[src/rtl/core/grhsv_pkg.sv]
// shared types, constants and rounding multiply for the color generator
// no dependencies
package grhsv_pkg;

    localparam logic [15:0] GOLDEN_STEP = 16'd40503;
    localparam logic [16:0] ONE_Q16     = 17'h10000;
    localparam logic [16:0] VAL_Q16     = 17'd62259;
    localparam logic [16:0] SAT_LIGHT   = 17'd32768;
    localparam logic [16:0] SAT_DARK    = 17'd58982;
    localparam logic [16:0] BYTE_SCALE  = 17'd255;
    localparam logic [33:0] HALF_Q16    = 34'd32768;

    // rnd(a * b) in q0.16, result always below 65536 for the operands used here
    function automatic logic [15:0] mul_rnd(input logic [16:0] a, input logic [16:0] b);
        logic [33:0] prod;
        prod = 34'(a * b) + HALF_Q16;
        return prod[31:16];
    endfunction

    localparam logic [15:0] P_LIGHT = mul_rnd(VAL_Q16, ONE_Q16 - SAT_LIGHT);
    localparam logic [15:0] P_DARK  = mul_rnd(VAL_Q16, ONE_Q16 - SAT_DARK);

    typedef enum logic [3:0] {
        ST_IDLE,
        ST_SECT,
        ST_SF,
        ST_SNF,
        ST_Q,
        ST_T,
        ST_BR,
        ST_BG,
        ST_BB,
        ST_DONE
    } t_state;

    typedef enum logic [3:0] {
        OP_NONE,
        OP_SECT,
        OP_SF,
        OP_SNF,
        OP_Q,
        OP_T,
        OP_BR,
        OP_BG,
        OP_BB
    } t_op;

    typedef struct packed {
        t_op  op;
        logic take;
        logic load_out;
    } t_cmd;

    typedef struct packed {
        logic out_free;
    } t_status;

endpackage

[src/rtl/core/grhsv_in_if.sv]
// request channel: valid, ready and palette choice
// no dependencies
interface grhsv_in_if;
    logic valid;
    logic ready;
    logic palette_dark;

    modport source (output valid, output palette_dark, input ready);
    modport sink (input valid, input palette_dark, output ready);
endinterface

[src/rtl/core/grhsv_out_if.sv]
// color channel: valid, ready and 8-bit rgb
// no dependencies
interface grhsv_out_if;
    logic       valid;
    logic       ready;
    logic [7:0] red;
    logic [7:0] green;
    logic [7:0] blue;

    modport source (output valid, output red, output green, output blue, input ready);
    modport sink (input valid, input red, input green, input blue, output ready);
endinterface

[src/rtl/core/grhsv_ctrl.sv]
// sequencer for one color: hue sector, products, byte rounding, hand-off
// depends on grhsv_pkg
module grhsv_ctrl (
    input  logic               i_clk,
    input  logic               i_rst_n,
    input  logic               i_in_valid,
    output logic               o_in_ready,
    input  grhsv_pkg::t_status i_status,
    output grhsv_pkg::t_cmd    o_cmd
);

    grhsv_pkg::t_state r_state;
    grhsv_pkg::t_state n_state;

    always_ff @(posedge i_clk) begin
        if (!i_rst_n) begin
            r_state <= grhsv_pkg::ST_IDLE;
        end else begin
            r_state <= n_state;
        end
    end

    always_comb begin
        n_state = r_state;
        unique case (r_state)
            grhsv_pkg::ST_IDLE: begin
                if (i_in_valid) begin
                    n_state = grhsv_pkg::ST_SECT;
                end
            end
            grhsv_pkg::ST_SECT: n_state = grhsv_pkg::ST_SF;
            grhsv_pkg::ST_SF:   n_state = grhsv_pkg::ST_SNF;
            grhsv_pkg::ST_SNF:  n_state = grhsv_pkg::ST_Q;
            grhsv_pkg::ST_Q:    n_state = grhsv_pkg::ST_T;
            grhsv_pkg::ST_T:    n_state = grhsv_pkg::ST_BR;
            grhsv_pkg::ST_BR:   n_state = grhsv_pkg::ST_BG;
            grhsv_pkg::ST_BG:   n_state = grhsv_pkg::ST_BB;
            grhsv_pkg::ST_BB:   n_state = grhsv_pkg::ST_DONE;
            grhsv_pkg::ST_DONE: begin
                if (i_status.out_free) begin
                    n_state = grhsv_pkg::ST_IDLE;
                end
            end
            default: n_state = grhsv_pkg::ST_IDLE;
        endcase
    end

    always_comb begin
        o_in_ready     = 1'b0;
        o_cmd.op       = grhsv_pkg::OP_NONE;
        o_cmd.take     = 1'b0;
        o_cmd.load_out = 1'b0;
        unique case (r_state)
            grhsv_pkg::ST_IDLE: begin
                o_in_ready = 1'b1;
                o_cmd.take = i_in_valid;
            end
            grhsv_pkg::ST_SECT: o_cmd.op = grhsv_pkg::OP_SECT;
            grhsv_pkg::ST_SF:   o_cmd.op = grhsv_pkg::OP_SF;
            grhsv_pkg::ST_SNF:  o_cmd.op = grhsv_pkg::OP_SNF;
            grhsv_pkg::ST_Q:    o_cmd.op = grhsv_pkg::OP_Q;
            grhsv_pkg::ST_T:    o_cmd.op = grhsv_pkg::OP_T;
            grhsv_pkg::ST_BR:   o_cmd.op = grhsv_pkg::OP_BR;
            grhsv_pkg::ST_BG:   o_cmd.op = grhsv_pkg::OP_BG;
            grhsv_pkg::ST_BB:   o_cmd.op = grhsv_pkg::OP_BB;
            grhsv_pkg::ST_DONE: o_cmd.load_out = i_status.out_free;
            default: o_cmd.op = grhsv_pkg::OP_NONE;
        endcase
    end

endmodule

[src/rtl/core/grhsv_dp.sv]
// datapath: hue accumulator, sector split, shared rounding multiplier, output register
// depends on grhsv_pkg
module grhsv_dp (
    input  logic               i_clk,
    input  logic               i_rst_n,
    input  logic               i_cfg_we,
    input  logic [15:0]        i_cfg_data,
    input  logic               i_palette_dark,
    input  grhsv_pkg::t_cmd    i_cmd,
    output grhsv_pkg::t_status o_status,
    output logic               o_out_valid,
    input  logic               i_out_ready,
    output logic [7:0]         o_red,
    output logic [7:0]         o_green,
    output logic [7:0]         o_blue
);

    logic [15:0] r_phase;
    logic        r_out_valid;
    logic        r_dark;
    logic [2:0]  r_sector;
    logic [15:0] r_ff;
    logic [15:0] r_m1;
    logic [15:0] r_m2;
    logic [15:0] r_q;
    logic [15:0] r_t;
    logic [7:0]  r_red;
    logic [7:0]  r_green;
    logic [7:0]  r_blue;
    logic [7:0]  r_out_red;
    logic [7:0]  r_out_green;
    logic [7:0]  r_out_blue;

    logic [18:0] w_h6;
    logic [16:0] w_sat;
    logic [15:0] w_p;
    logic [15:0] w_rch;
    logic [15:0] w_gch;
    logic [15:0] w_bch;
    logic [16:0] w_opa;
    logic [16:0] w_opb;
    logic [15:0] w_res;

    // hue times six: sector in the integer part, fraction below
    assign w_h6  = {1'b0, r_phase, 2'b00} + {2'b00, r_phase, 1'b0};
    assign w_sat = r_dark ? grhsv_pkg::SAT_DARK : grhsv_pkg::SAT_LIGHT;
    assign w_p   = r_dark ? grhsv_pkg::P_DARK : grhsv_pkg::P_LIGHT;

    always_comb begin
        unique case (r_sector)
            3'd0: begin
                w_rch = grhsv_pkg::VAL_Q16[15:0];
                w_gch = r_t;
                w_bch = w_p;
            end
            3'd1: begin
                w_rch = r_q;
                w_gch = grhsv_pkg::VAL_Q16[15:0];
                w_bch = w_p;
            end
            3'd2: begin
                w_rch = w_p;
                w_gch = grhsv_pkg::VAL_Q16[15:0];
                w_bch = r_t;
            end
            3'd3: begin
                w_rch = w_p;
                w_gch = r_q;
                w_bch = grhsv_pkg::VAL_Q16[15:0];
            end
            3'd4: begin
                w_rch = r_t;
                w_gch = w_p;
                w_bch = grhsv_pkg::VAL_Q16[15:0];
            end
            default: begin
                w_rch = grhsv_pkg::VAL_Q16[15:0];
                w_gch = w_p;
                w_bch = r_q;
            end
        endcase
    end

    always_comb begin
        unique case (i_cmd.op)
            grhsv_pkg::OP_SF: begin
                w_opa = w_sat;
                w_opb = {1'b0, r_ff};
            end
            grhsv_pkg::OP_SNF: begin
                w_opa = w_sat;
                w_opb = grhsv_pkg::ONE_Q16 - {1'b0, r_ff};
            end
            grhsv_pkg::OP_Q: begin
                w_opa = grhsv_pkg::VAL_Q16;
                w_opb = grhsv_pkg::ONE_Q16 - {1'b0, r_m1};
            end
            grhsv_pkg::OP_T: begin
                w_opa = grhsv_pkg::VAL_Q16;
                w_opb = grhsv_pkg::ONE_Q16 - {1'b0, r_m2};
            end
            grhsv_pkg::OP_BR: begin
                w_opa = grhsv_pkg::BYTE_SCALE;
                w_opb = {1'b0, w_rch};
            end
            grhsv_pkg::OP_BG: begin
                w_opa = grhsv_pkg::BYTE_SCALE;
                w_opb = {1'b0, w_gch};
            end
            grhsv_pkg::OP_BB: begin
                w_opa = grhsv_pkg::BYTE_SCALE;
                w_opb = {1'b0, w_bch};
            end
            default: begin
                w_opa = '0;
                w_opb = '0;
            end
        endcase
    end

    assign w_res = grhsv_pkg::mul_rnd(w_opa, w_opb);

    always_ff @(posedge i_clk) begin
        if (!i_rst_n) begin
            r_phase     <= '0;
            r_out_valid <= 1'b0;
        end else begin
            if (i_cfg_we) begin
                r_phase <= i_cfg_data;
            end else if (i_cmd.take) begin
                r_phase <= r_phase + grhsv_pkg::GOLDEN_STEP;
            end
            if (i_cmd.load_out) begin
                r_out_valid <= 1'b1;
            end else if (i_out_ready) begin
                r_out_valid <= 1'b0;
            end
        end
    end

    always_ff @(posedge i_clk) begin
        if (i_cmd.take) begin
            r_dark <= i_palette_dark;
        end
        if (i_cmd.load_out) begin
            r_out_red   <= r_red;
            r_out_green <= r_green;
            r_out_blue  <= r_blue;
        end
        unique case (i_cmd.op)
            grhsv_pkg::OP_SECT: begin
                r_sector <= w_h6[18:16];
                r_ff     <= w_h6[15:0];
            end
            grhsv_pkg::OP_SF:  r_m1    <= w_res;
            grhsv_pkg::OP_SNF: r_m2    <= w_res;
            grhsv_pkg::OP_Q:   r_q     <= w_res;
            grhsv_pkg::OP_T:   r_t     <= w_res;
            grhsv_pkg::OP_BR:  r_red   <= w_res[7:0];
            grhsv_pkg::OP_BG:  r_green <= w_res[7:0];
            grhsv_pkg::OP_BB:  r_blue  <= w_res[7:0];
            default: ;
        endcase
    end

    assign o_status.out_free = !r_out_valid || i_out_ready;
    assign o_out_valid       = r_out_valid;
    assign o_red             = r_out_red;
    assign o_green           = r_out_green;
    assign o_blue            = r_out_blue;

endmodule

[src/rtl/core/golden_ratio_hsv_color_generator_top.sv]
// Golden-ratio plot color generator. Each request beat advances a 16-bit hue phase by
// 40503/65536 and returns the HSV-to-RGB color of the new hue with value 0.95 and
// saturation 0.5 (light) or 0.9 (dark), each channel rounded to 8 bits. Writing the seed
// register loads the hue phase, so the next color starts one step past the seed; reset
// clears the phase to zero. A request steps through the states SECT, SF, SNF, Q, T, BR,
// BG, BB and DONE; the result beat shows once DONE finds the output register free and
// loads it, and the controller goes back to IDLE for the next request; one finished
// color may wait in the output register while the next is computed. A single shared
// 17x17 rounding multiplier is stepped through seven products per color by the controller.
// depends on grhsv_pkg, grhsv_in_if, grhsv_out_if, grhsv_ctrl, grhsv_dp
module golden_ratio_hsv_color_generator_top (
    input  logic        i_clk,
    input  logic        i_rst_n,
    input  logic        i_cfg_we,
    input  logic [15:0] i_cfg_data,
    grhsv_in_if.sink    i_in,
    grhsv_out_if.source o_out
);

    grhsv_pkg::t_cmd    w_cmd;
    grhsv_pkg::t_status w_status;

    grhsv_ctrl u_ctrl (
        .i_clk      (i_clk),
        .i_rst_n    (i_rst_n),
        .i_in_valid (i_in.valid),
        .o_in_ready (i_in.ready),
        .i_status   (w_status),
        .o_cmd      (w_cmd)
    );

    grhsv_dp u_dp (
        .i_clk          (i_clk),
        .i_rst_n        (i_rst_n),
        .i_cfg_we       (i_cfg_we),
        .i_cfg_data     (i_cfg_data),
        .i_palette_dark (i_in.palette_dark),
        .i_cmd          (w_cmd),
        .o_status       (w_status),
        .o_out_valid    (o_out.valid),
        .i_out_ready    (o_out.ready),
        .o_red          (o_out.red),
        .o_green        (o_out.green),
        .o_blue         (o_out.blue)
    );

endmodule

[src/flat_wrapper.sv]
// flat-port wrapper written by rule: the top's interface ports become plain ports
module golden_ratio_hsv_color_generator_top_flat 
  (i_clk, i_rst_n, i_cfg_we, i_cfg_data, i_in_valid, i_in_palette_dark, i_in_ready, o_out_valid, o_out_red, o_out_green, o_out_blue, o_out_ready);
  grhsv_in_if i_in_i ();
  grhsv_out_if o_out_i ();
  input  logic i_clk;
  input  logic i_rst_n;
  input  logic i_cfg_we;
  input  logic [15:0] i_cfg_data;
  input wire logic [$bits(i_in_i.valid)-1:0] i_in_valid;
  input wire logic [$bits(i_in_i.palette_dark)-1:0] i_in_palette_dark;
  output wire logic [$bits(i_in_i.ready)-1:0] i_in_ready;
  output wire logic [$bits(o_out_i.valid)-1:0] o_out_valid;
  output wire logic [$bits(o_out_i.red)-1:0] o_out_red;
  output wire logic [$bits(o_out_i.green)-1:0] o_out_green;
  output wire logic [$bits(o_out_i.blue)-1:0] o_out_blue;
  input wire logic [$bits(o_out_i.ready)-1:0] o_out_ready;
  assign i_in_i.valid = i_in_valid;
  assign i_in_i.palette_dark = i_in_palette_dark;
  assign i_in_ready = i_in_i.ready;
  assign o_out_valid = o_out_i.valid;
  assign o_out_red = o_out_i.red;
  assign o_out_green = o_out_i.green;
  assign o_out_blue = o_out_i.blue;
  assign o_out_i.ready = o_out_ready;
  golden_ratio_hsv_color_generator_top u_core (.i_clk(i_clk), .i_rst_n(i_rst_n), .i_cfg_we(i_cfg_we), .i_cfg_data(i_cfg_data), .i_in(i_in_i), .o_out(o_out_i));
endmodule
[config.mk]
export PLATFORM = sky130hd
export DESIGN_NAME = golden_ratio_hsv_color_generator_top_flat
export DESIGN_NICKNAME = d
export VERILOG_FILES = /design/src/rtl/core/grhsv_pkg.sv /design/src/rtl/core/grhsv_in_if.sv /design/src/rtl/core/grhsv_out_if.sv /design/src/rtl/core/grhsv_ctrl.sv /design/src/rtl/core/grhsv_dp.sv /design/src/rtl/core/golden_ratio_hsv_color_generator_top.sv /design/src/flat_wrapper.sv
export SDC_FILE = /design/constraint.sdc
export NUM_CORES = 1
export LEC_CHECK = 0
export BUFFER_PORTS_ARGS = -buffer_cell sky130_fd_sc_hd__buf_2
export CORE_ASPECT_RATIO = 1.5
export CORE_MARGIN = 3
export CORE_UTILIZATION = 40
export DETAILED_ROUTE_END_ITERATION = 6
export GPL_TIMING_DRIVEN = 0
export PLACE_DENSITY = 0.57
export REMOVE_ABC_BUFFERS = 1
export SLEW_MARGIN = 20
export SYNTH_ARGS = -nofsm -noshare
export SYNTH_HDL_FRONTEND = slang
export SYNTH_SLANG_ARGS = --single-unit
[constraint.sdc]
create_clock -name i_clk -period 11.85 [get_ports i_clk]
set_input_delay 2.9625 -clock i_clk [delete_from_list [all_inputs] [get_ports i_clk]]
set_output_delay 2.9625 -clock i_clk [all_outputs]
set_load 0.005 [all_outputs]
# Word level (Yosys, flattened, before mapping)
# Index checks and enable logic that the tools add are counted.
# W data, S select, Z words.
[totals]
output_inout_bits = 26
wordCells = 78
inputBits = 22
ff_bits = 153
[classes]
reduce_logical = 14
add_sub_neg = 6
n_eq_ne = 23
n_mux = 18
n_mul = 1
[ops]
columns = ["operator", "count"]
rows = [
  ["$pmux W16 S3", 4],
  ["$pmux W17 S7", 1],
  ["$sub A17 B16 Y17 const A", 3],
  ["$pmux W4 S10", 1],
  ["$add A32 B16 Y32 const B", 1],
  ["$eq A4 B3 Y1 const B", 8],
  ["$mul A16 B17 Y32", 1],
  ["$mux W16", 2],
  ["$pmux W4 S8", 1],
  ["$mux W15", 2],
  ["$add A18 B17 Y19", 1],
  ["$add A16 B16 Y16 const B", 1],
  ["$eq A4 B2 Y1 const B", 4],
  ["$eq A4 B4 Y1 const B", 3],
  ["$reduce_or A2 Y1", 6],
  ["$eq A4 B1 Y1 const B", 2],
  ["$mux W4", 2],
  ["$eq A3 B2 Y1 const B", 2],
  ["$mux W1", 5],
  ["$logic_not A4 Y1", 1],
  ["$ne A2 B2 Y1 const B", 2],
  ["$reduce_bool A2 Y1", 2],
  ["$eq A3 B1 Y1 const B", 1],
  ["$eq A3 B3 Y1 const B", 1],
  ["other kinds (5)", 5],
]

# Longest topological paths before layout
[logic_depth]
depth_word = 7
mapped_depth = 37
ltp_nobuf = 32

# Modules after synthesis
# Synthesis repeated with hierarchy kept, for this count alone.
[hier_totals]
cells_unflattened = 1623
hier_area_um2 = 16094.2
[by_module_without_submodules]
columns = ["module", "area_each_um2", "n_inst", "cells_each"]
rows = [
  ["grhsv_dp", 15825.2, 1, 1594],
  ["grhsv_ctrl", 269.0, 1, 29],
]

# Least setup slack after synthesis
# OpenSTA, ideal clock, no wires.
[synth_path]
kind = "register to register"
startpoint = "reg u_core.u_ctrl.r_state[1]"
endpoint = "reg u_core.u_dp.r_m1[9], data pin"
stages_incl_launch_ff = 35
setup_time_ps = 272
synth_period_minus_slack_ps = 8087
t_arrival_ps = 7815
path_buffers = 5
path_slack_ps = 3763
path_cell_list = "dfxtp_1 -> buf_6 -> nor3b_2 -> buf_4 -> buf_2 -> buf_1 -> and2_1 -> inv_1 -> ha_1 -> and2_1 -> buf_6 -> and4bb_1 -> xor2_1 -> nor2_1 -> a211oi_2 -> nor2_1 -> fa_1 -> inv_1 -> fa_1 -> fa_1 -> inv_1 -> fa_1 -> fa_1 -> inv_1 -> fa_1 -> inv_1 -> ha_1 -> a21o_1 -> a21oi_1 -> o2111ai_1 -> a311oi_1 -> o21ai_1 -> a31o_2 -> a21oi_1 -> xnor2_1"
[synth_via]
elab_chain_len = 7
elab_cells_between_ends = 23
classes_between = "1 x add/sub; 1 x mul; 15 x eq/ne; 3 x mux; 3 x reduce/logical"
[synth_rtl]
columns = ["item", "line_no", "source"]
rows = [
  ["from (decl)", "grhsv_ctrl.sv:12", "grhsv_pkg::t_state r_state;"],
  ["from (signal assigned)", "grhsv_ctrl.sv:17", "r_state <= grhsv_pkg::ST_IDLE;"],
  ["from (signal assigned)", "grhsv_ctrl.sv:19", "r_state <= n_state;"],
  ["$eq A4 B4 Y1, or another cell as far along", "grhsv_ctrl.sv:53", "unique case (r_state)"],
  ["$pmux W4 S8 (*)", "grhsv_ctrl.sv:53", ""],
  ["$eq A4 B4 Y1, or another cell as far along", "grhsv_dp.sv:85", "unique case (i_cmd.op)"],
  ["$reduce_or A3 Y1 (no line) / $reduce_or A2 Y1 (equally long branches)", "n/a", ""],
  ["$pmux W16 S3", "grhsv_dp.sv:85", ""],
  ["$mul A16 B17 Y32 (*)", "grhsv_pkg.sv:16", "prod = 34'(a * b) + HALF_Q16;"],
  ["$add A32 B16 Y32 (*)", "grhsv_pkg.sv:16", ""],
  ["named net u_core.u_dp.w_res[9]", "grhsv_dp.sv:42", "logic [15:0] w_res;"],
  ["to (signal assigned)", "grhsv_dp.sv:155", "grhsv_pkg::OP_SF: r_m1 <= w_res;"],
  ["to (decl)", "grhsv_dp.sv:23", "logic [15:0] r_m1;"],
]
# The timed path passes the listed nets; every way through them passes the cells marked *.
# A chain may end at the register's enable or synchronous reset.

# Final worst setup path
[layout_path]
startpoint = "reg u_core.u_dp.r_sector[2]"
endpoint = "reg u_core.u_dp.r_q[6], data pin"
[layout_via]
elab_chain_len = 6
elab_cells_between_ends = 15
classes_between = "1 x add/sub; 1 x mul; 4 x eq/ne; 4 x mux; 5 x reduce/logical"
[layout_rtl]
columns = ["item", "line_no", "source"]
rows = [
  ["from (decl)", "grhsv_dp.sv:21", "logic [2:0] r_sector;"],
  ["from (signal assigned)", "grhsv_dp.sv:152", "r_sector <= w_h6[18:16];"],
  ["$eq A3 B3 Y1, or another cell as far along", "grhsv_dp.sv:50", "unique case (r_sector)"],
  ["$reduce_or A2 Y1 (no line)", "n/a", ""],
  ["$pmux W16 S3", "grhsv_dp.sv:50", ""],
  ["$pmux W17 S7 (*)", "grhsv_dp.sv:85", ""],
  ["$mul A16 B17 Y32 (*)", "grhsv_pkg.sv:16", ""],
  ["$add A32 B16 Y32 (*)", "grhsv_pkg.sv:16", ""],
  ["named net u_core.u_dp.w_res[6]", "grhsv_dp.sv:42", ""],
  ["to (signal assigned)", "grhsv_dp.sv:157", "grhsv_pkg::OP_Q: r_q <= w_res;"],
  ["to (decl)", "grhsv_dp.sv:25", "logic [15:0] r_q;"],
]
# Marks and branches as above.

==> impl_metrics.toml <==
[synthesis]
ys_ff_latch = 152
synthDistinctLibCells = 97
synthMuxAreaShare_pct = 1.319
ys.flop_type = "edfxtp_1"
synth_top_family_by_area = "adder cells"
synth_fa_ha_area_share_pct = 36.15
synth_cells = 1548
postSynthAreaPerCell_um2 = 10.23
synth_xor_area_share_pct = 3.753
synth_edf_count = 131
async_flop_share_pct = 0
synth-simple-area-share_pct = 11.62
seq_area_frac_synth_pct = 27.49
synth_area_um2 = 15840
ys_warn_count = 0
synth_compound_area_share_pct = 11.35

[sta]
slew_violations = 0
fin_worst_skew_ns = 0.01204
tns_ns = 0
layout_setup_ws_ns = 1.365
setup_viol = 0
min_period_ns = 10.49
slew-limit-headroom_pct = 22.98
tightest_slew_ns = 1.152
max_freq_mhz = 95.37
rsz0062_at_grt = "false"
period_share_pct = 88.48
hold_violations = 0

[hold_path]
hold-path-cell-count = 0
hold_class = "reg2reg"
hold_end = "u_core.u_dp.o_green[6]"
min_from = "u_core.u_dp.r_green[6]"

[layout]
drive_above_1_share_pct = 9.530
diodes = 0
n_fill_cell = 3717
final_cell_mix = "281 x inv_1, 181 x fa_1, 168 x ha_1, 131 x edfxtp_1, 114 x nor2_1"
final_common_cell = "inv_1"
nets = 1954
area_growth_pct = 9.448
design_area_um2 = 17330

[worst_setup_path]
worstPathArrival_ns = 10.56
r2r_setup_slack_ns = 1.36
slowest_stage = "edfxtp_1"
start_kind = "register"
crit_path_frequent_cell = "fa_1"
ff2ff_path_depth = 26
critPathMaxStageDelay_ns = 1.05
crit_required_ns = 11.92
worstSetupPathType = "reg2reg"
r2r_end = "u_core.u_dp.r_q[6]"
path_max_fanout = 32
r2r-start = "u_core.u_dp.r_sector[2]"
end_kind = "register"

[grt]
grt_pass1_vias = 12169
globalRouteOverflowTotal = 0
antenna_found_initial = 0
grt_max_degree = 36
met2_usage_pct = 40.17
grt_pass1_wl_mm = 66.35
met1_usage_pct = 21.90
busiest_layer = "met2"
gr-usage-met3_pct = 2.028
track_usage_pct = 20.34

[clocking]
postCtsHoldBufs = 0
cts_setup_buffers = 0
cts_root_buffer = "clkbuf_16"
clk_pin_slew_worst_paths_ns = 0.06
clk_path_buf_depth = 2
cts_buffers = 17
cts_tree = "done"
htree_levels = 4
clock_sinks = 152
insertion_delay_ns = 0.43
ctsResizeCount = 0

[die]
die_h_um = 249.7
die-area_um2 = 42070
io_pins = 48
dieWidth_um = 168.5
core_area_um2 = 38760
start_util_pct = 40.86
rows = 88

[place]
gp_congestion = 0.9232
dp_slack_ns = 1.605
detailed_place_hpwl_mm = 33.95
place_area_um2 = 16690
io_buffers = 47

[pwr]
leakagePower_nw = 8.016
powerDensity_nw_per_um2 = 127.2
ir_drop_v = 0.00009678

[routing]
drt_iter0_drc = 695
wire_per_inst_um = 19.80
drc = 0
ant_nets = 0
vias_per_cell = 5.344
vias = 11169
wl_mm = 41.39
drt_first_pass_iters = 5

[status]
status = "finished, final reports clean"

[flow_run]
maxCapViolations = 0
-- synth_stat cells (5+ instances only) --
library cell	count	area [um2]
a211oi_1	5	37.54
nor4_1	5	31.28
a21oi_1	65	325.3
inv_1	281	1055
or3_1	7	43.79
clkbuf_1	28	105.1
and2_1	16	100.1
o21ai_1	5	25.02
or2_2	5	31.28
o311ai_0	8	70.07
o221ai_1	7	61.31
xnor2_1	42	367.9
nand4_1	5	31.28
nand3_1	23	115.1
and3_1	6	37.54
o21a_1	6	45.04
xor2_1	24	210.2
a221oi_2	5	75.07
edfxtp_1	131	3934
nor2b_1	13	81.33
a31oi_1	6	37.54
buf_6	5	56.30
or2_1	15	93.84
o21ai_0	67	335.3
fa_1	181	3623
nand2b_1	24	150.1
dfxtp_1	21	420.4
ha_1	168	2102
mux2i_1	13	130.1
o22ai_1	9	56.30
a21o_1	12	90.09
buf_2	8	40.04
nand2_1	82	307.8
nor3_1	20	100.1
nand3b_1	5	37.54
nor2_1	117	439.2
nor2_2	5	31.28
-- critical path, delay by kind of cell (launching register included) --
kind	cells	cell delay, ns
and+or+nand+nor	4	0.86
xor gates and xnor gates	1	0.47
DFF	1	1.05
buffers and inverters	5	1.21
adders and majority gates	7	3.40
AOI/OAI and AO/OA	9	3.13
-- worst max path at each step --
stage                                  start                endpoint  slack, ns
global route         u_core.u_dp.r_sector[2]      u_core.u_dp.r_t[6]       0.85
CTS                  u_core.u_dp.r_sector[2]      u_core.u_dp.r_t[6]       1.54
global placement    u_core.u_ctrl.r_state[2]  u_core.u_dp.r_green[6]       0.68
floorplan           u_core.u_ctrl.r_state[2]     u_core.u_dp.r_m1[9]       3.32
detailed placement   u_core.u_dp.r_sector[2]  u_core.u_dp.r_green[6]       1.61
finish               u_core.u_dp.r_sector[2]      u_core.u_dp.r_q[6]       1.36
-- power breakdown --
group,internal (mW),switching [mW]
Sequential,0.689,0.0425
Combinational,0.312,0.588
Clock,0.353,0.220
-- sequential cells by signal (all words and copies together), names as in the netlist --
name,count
u_core.u_dp.r_m1,16
u_core.u_dp.r_m2,16
u_core.u_dp.r_phase,16
u_core.u_dp.r_q,16
u_core.u_dp.r_t,16
u_core.u_dp.r_ff,15
u_core.u_dp.o_blue,8
u_core.u_dp.o_green,8
u_core.u_dp.o_red,8
u_core.u_dp.r_blue,8
u_core.u_dp.r_green,8
u_core.u_dp.r_red,8
u_core.u_ctrl.r_state,4
u_core.u_dp.r_sector,3
u_core.u_dp.o_out_valid,1
u_core.u_dp.r_dark,1
-- stage by stage --
| step | utilization, % | hold WS [ns] | power [mW] | std cells |
|---|---|---|---|---|
| floorplan | - | 0.4003 | 1.326 | 1503 |
| global route | 44.72 | 0.4196 | 2.352 | 2090 |
| CTS | 44.67 | 0.4203 | 2.227 | 2089 |
| detailed placement | 43.06 | 0.4045 | 1.644 | 2058 |
| global placement | 42.48 | 0.4025 | 1.614 | 2045 |
| finish | 44.72 | 0.4183 | 2.205 | 2090 |
-- cell families after synthesis --
kind of cell	after synthesis
simple gates	368
fa+ha+maj	349
compound gates	258
xor+xnor	67
flops	152
buf+inv	333
other cells	2
mux	19
-- per-layer routing --
metal | vias to the layer above | wire (um)
li1 | 5243 | -
met1 | 5526 | 14770
met2 | 311 | 23650
met3 | 89 | 1386
met4 | 0 | 1587
met5 | - | 0
-- area by class of cell --
type	instances	area, um2	area share [%]
clock buffers	17	425.4	2.454
clock inverters	14	198.9	1.148
inverters	287	1077	6.215
multi-input cells	1064	10220	58.94
flip-flops and latches	152	4355	25.13
well taps	495	619.3	3.573
repair buffers	61	441.7	2.548
No activity file was read; power rests on OpenSTA's default activity.
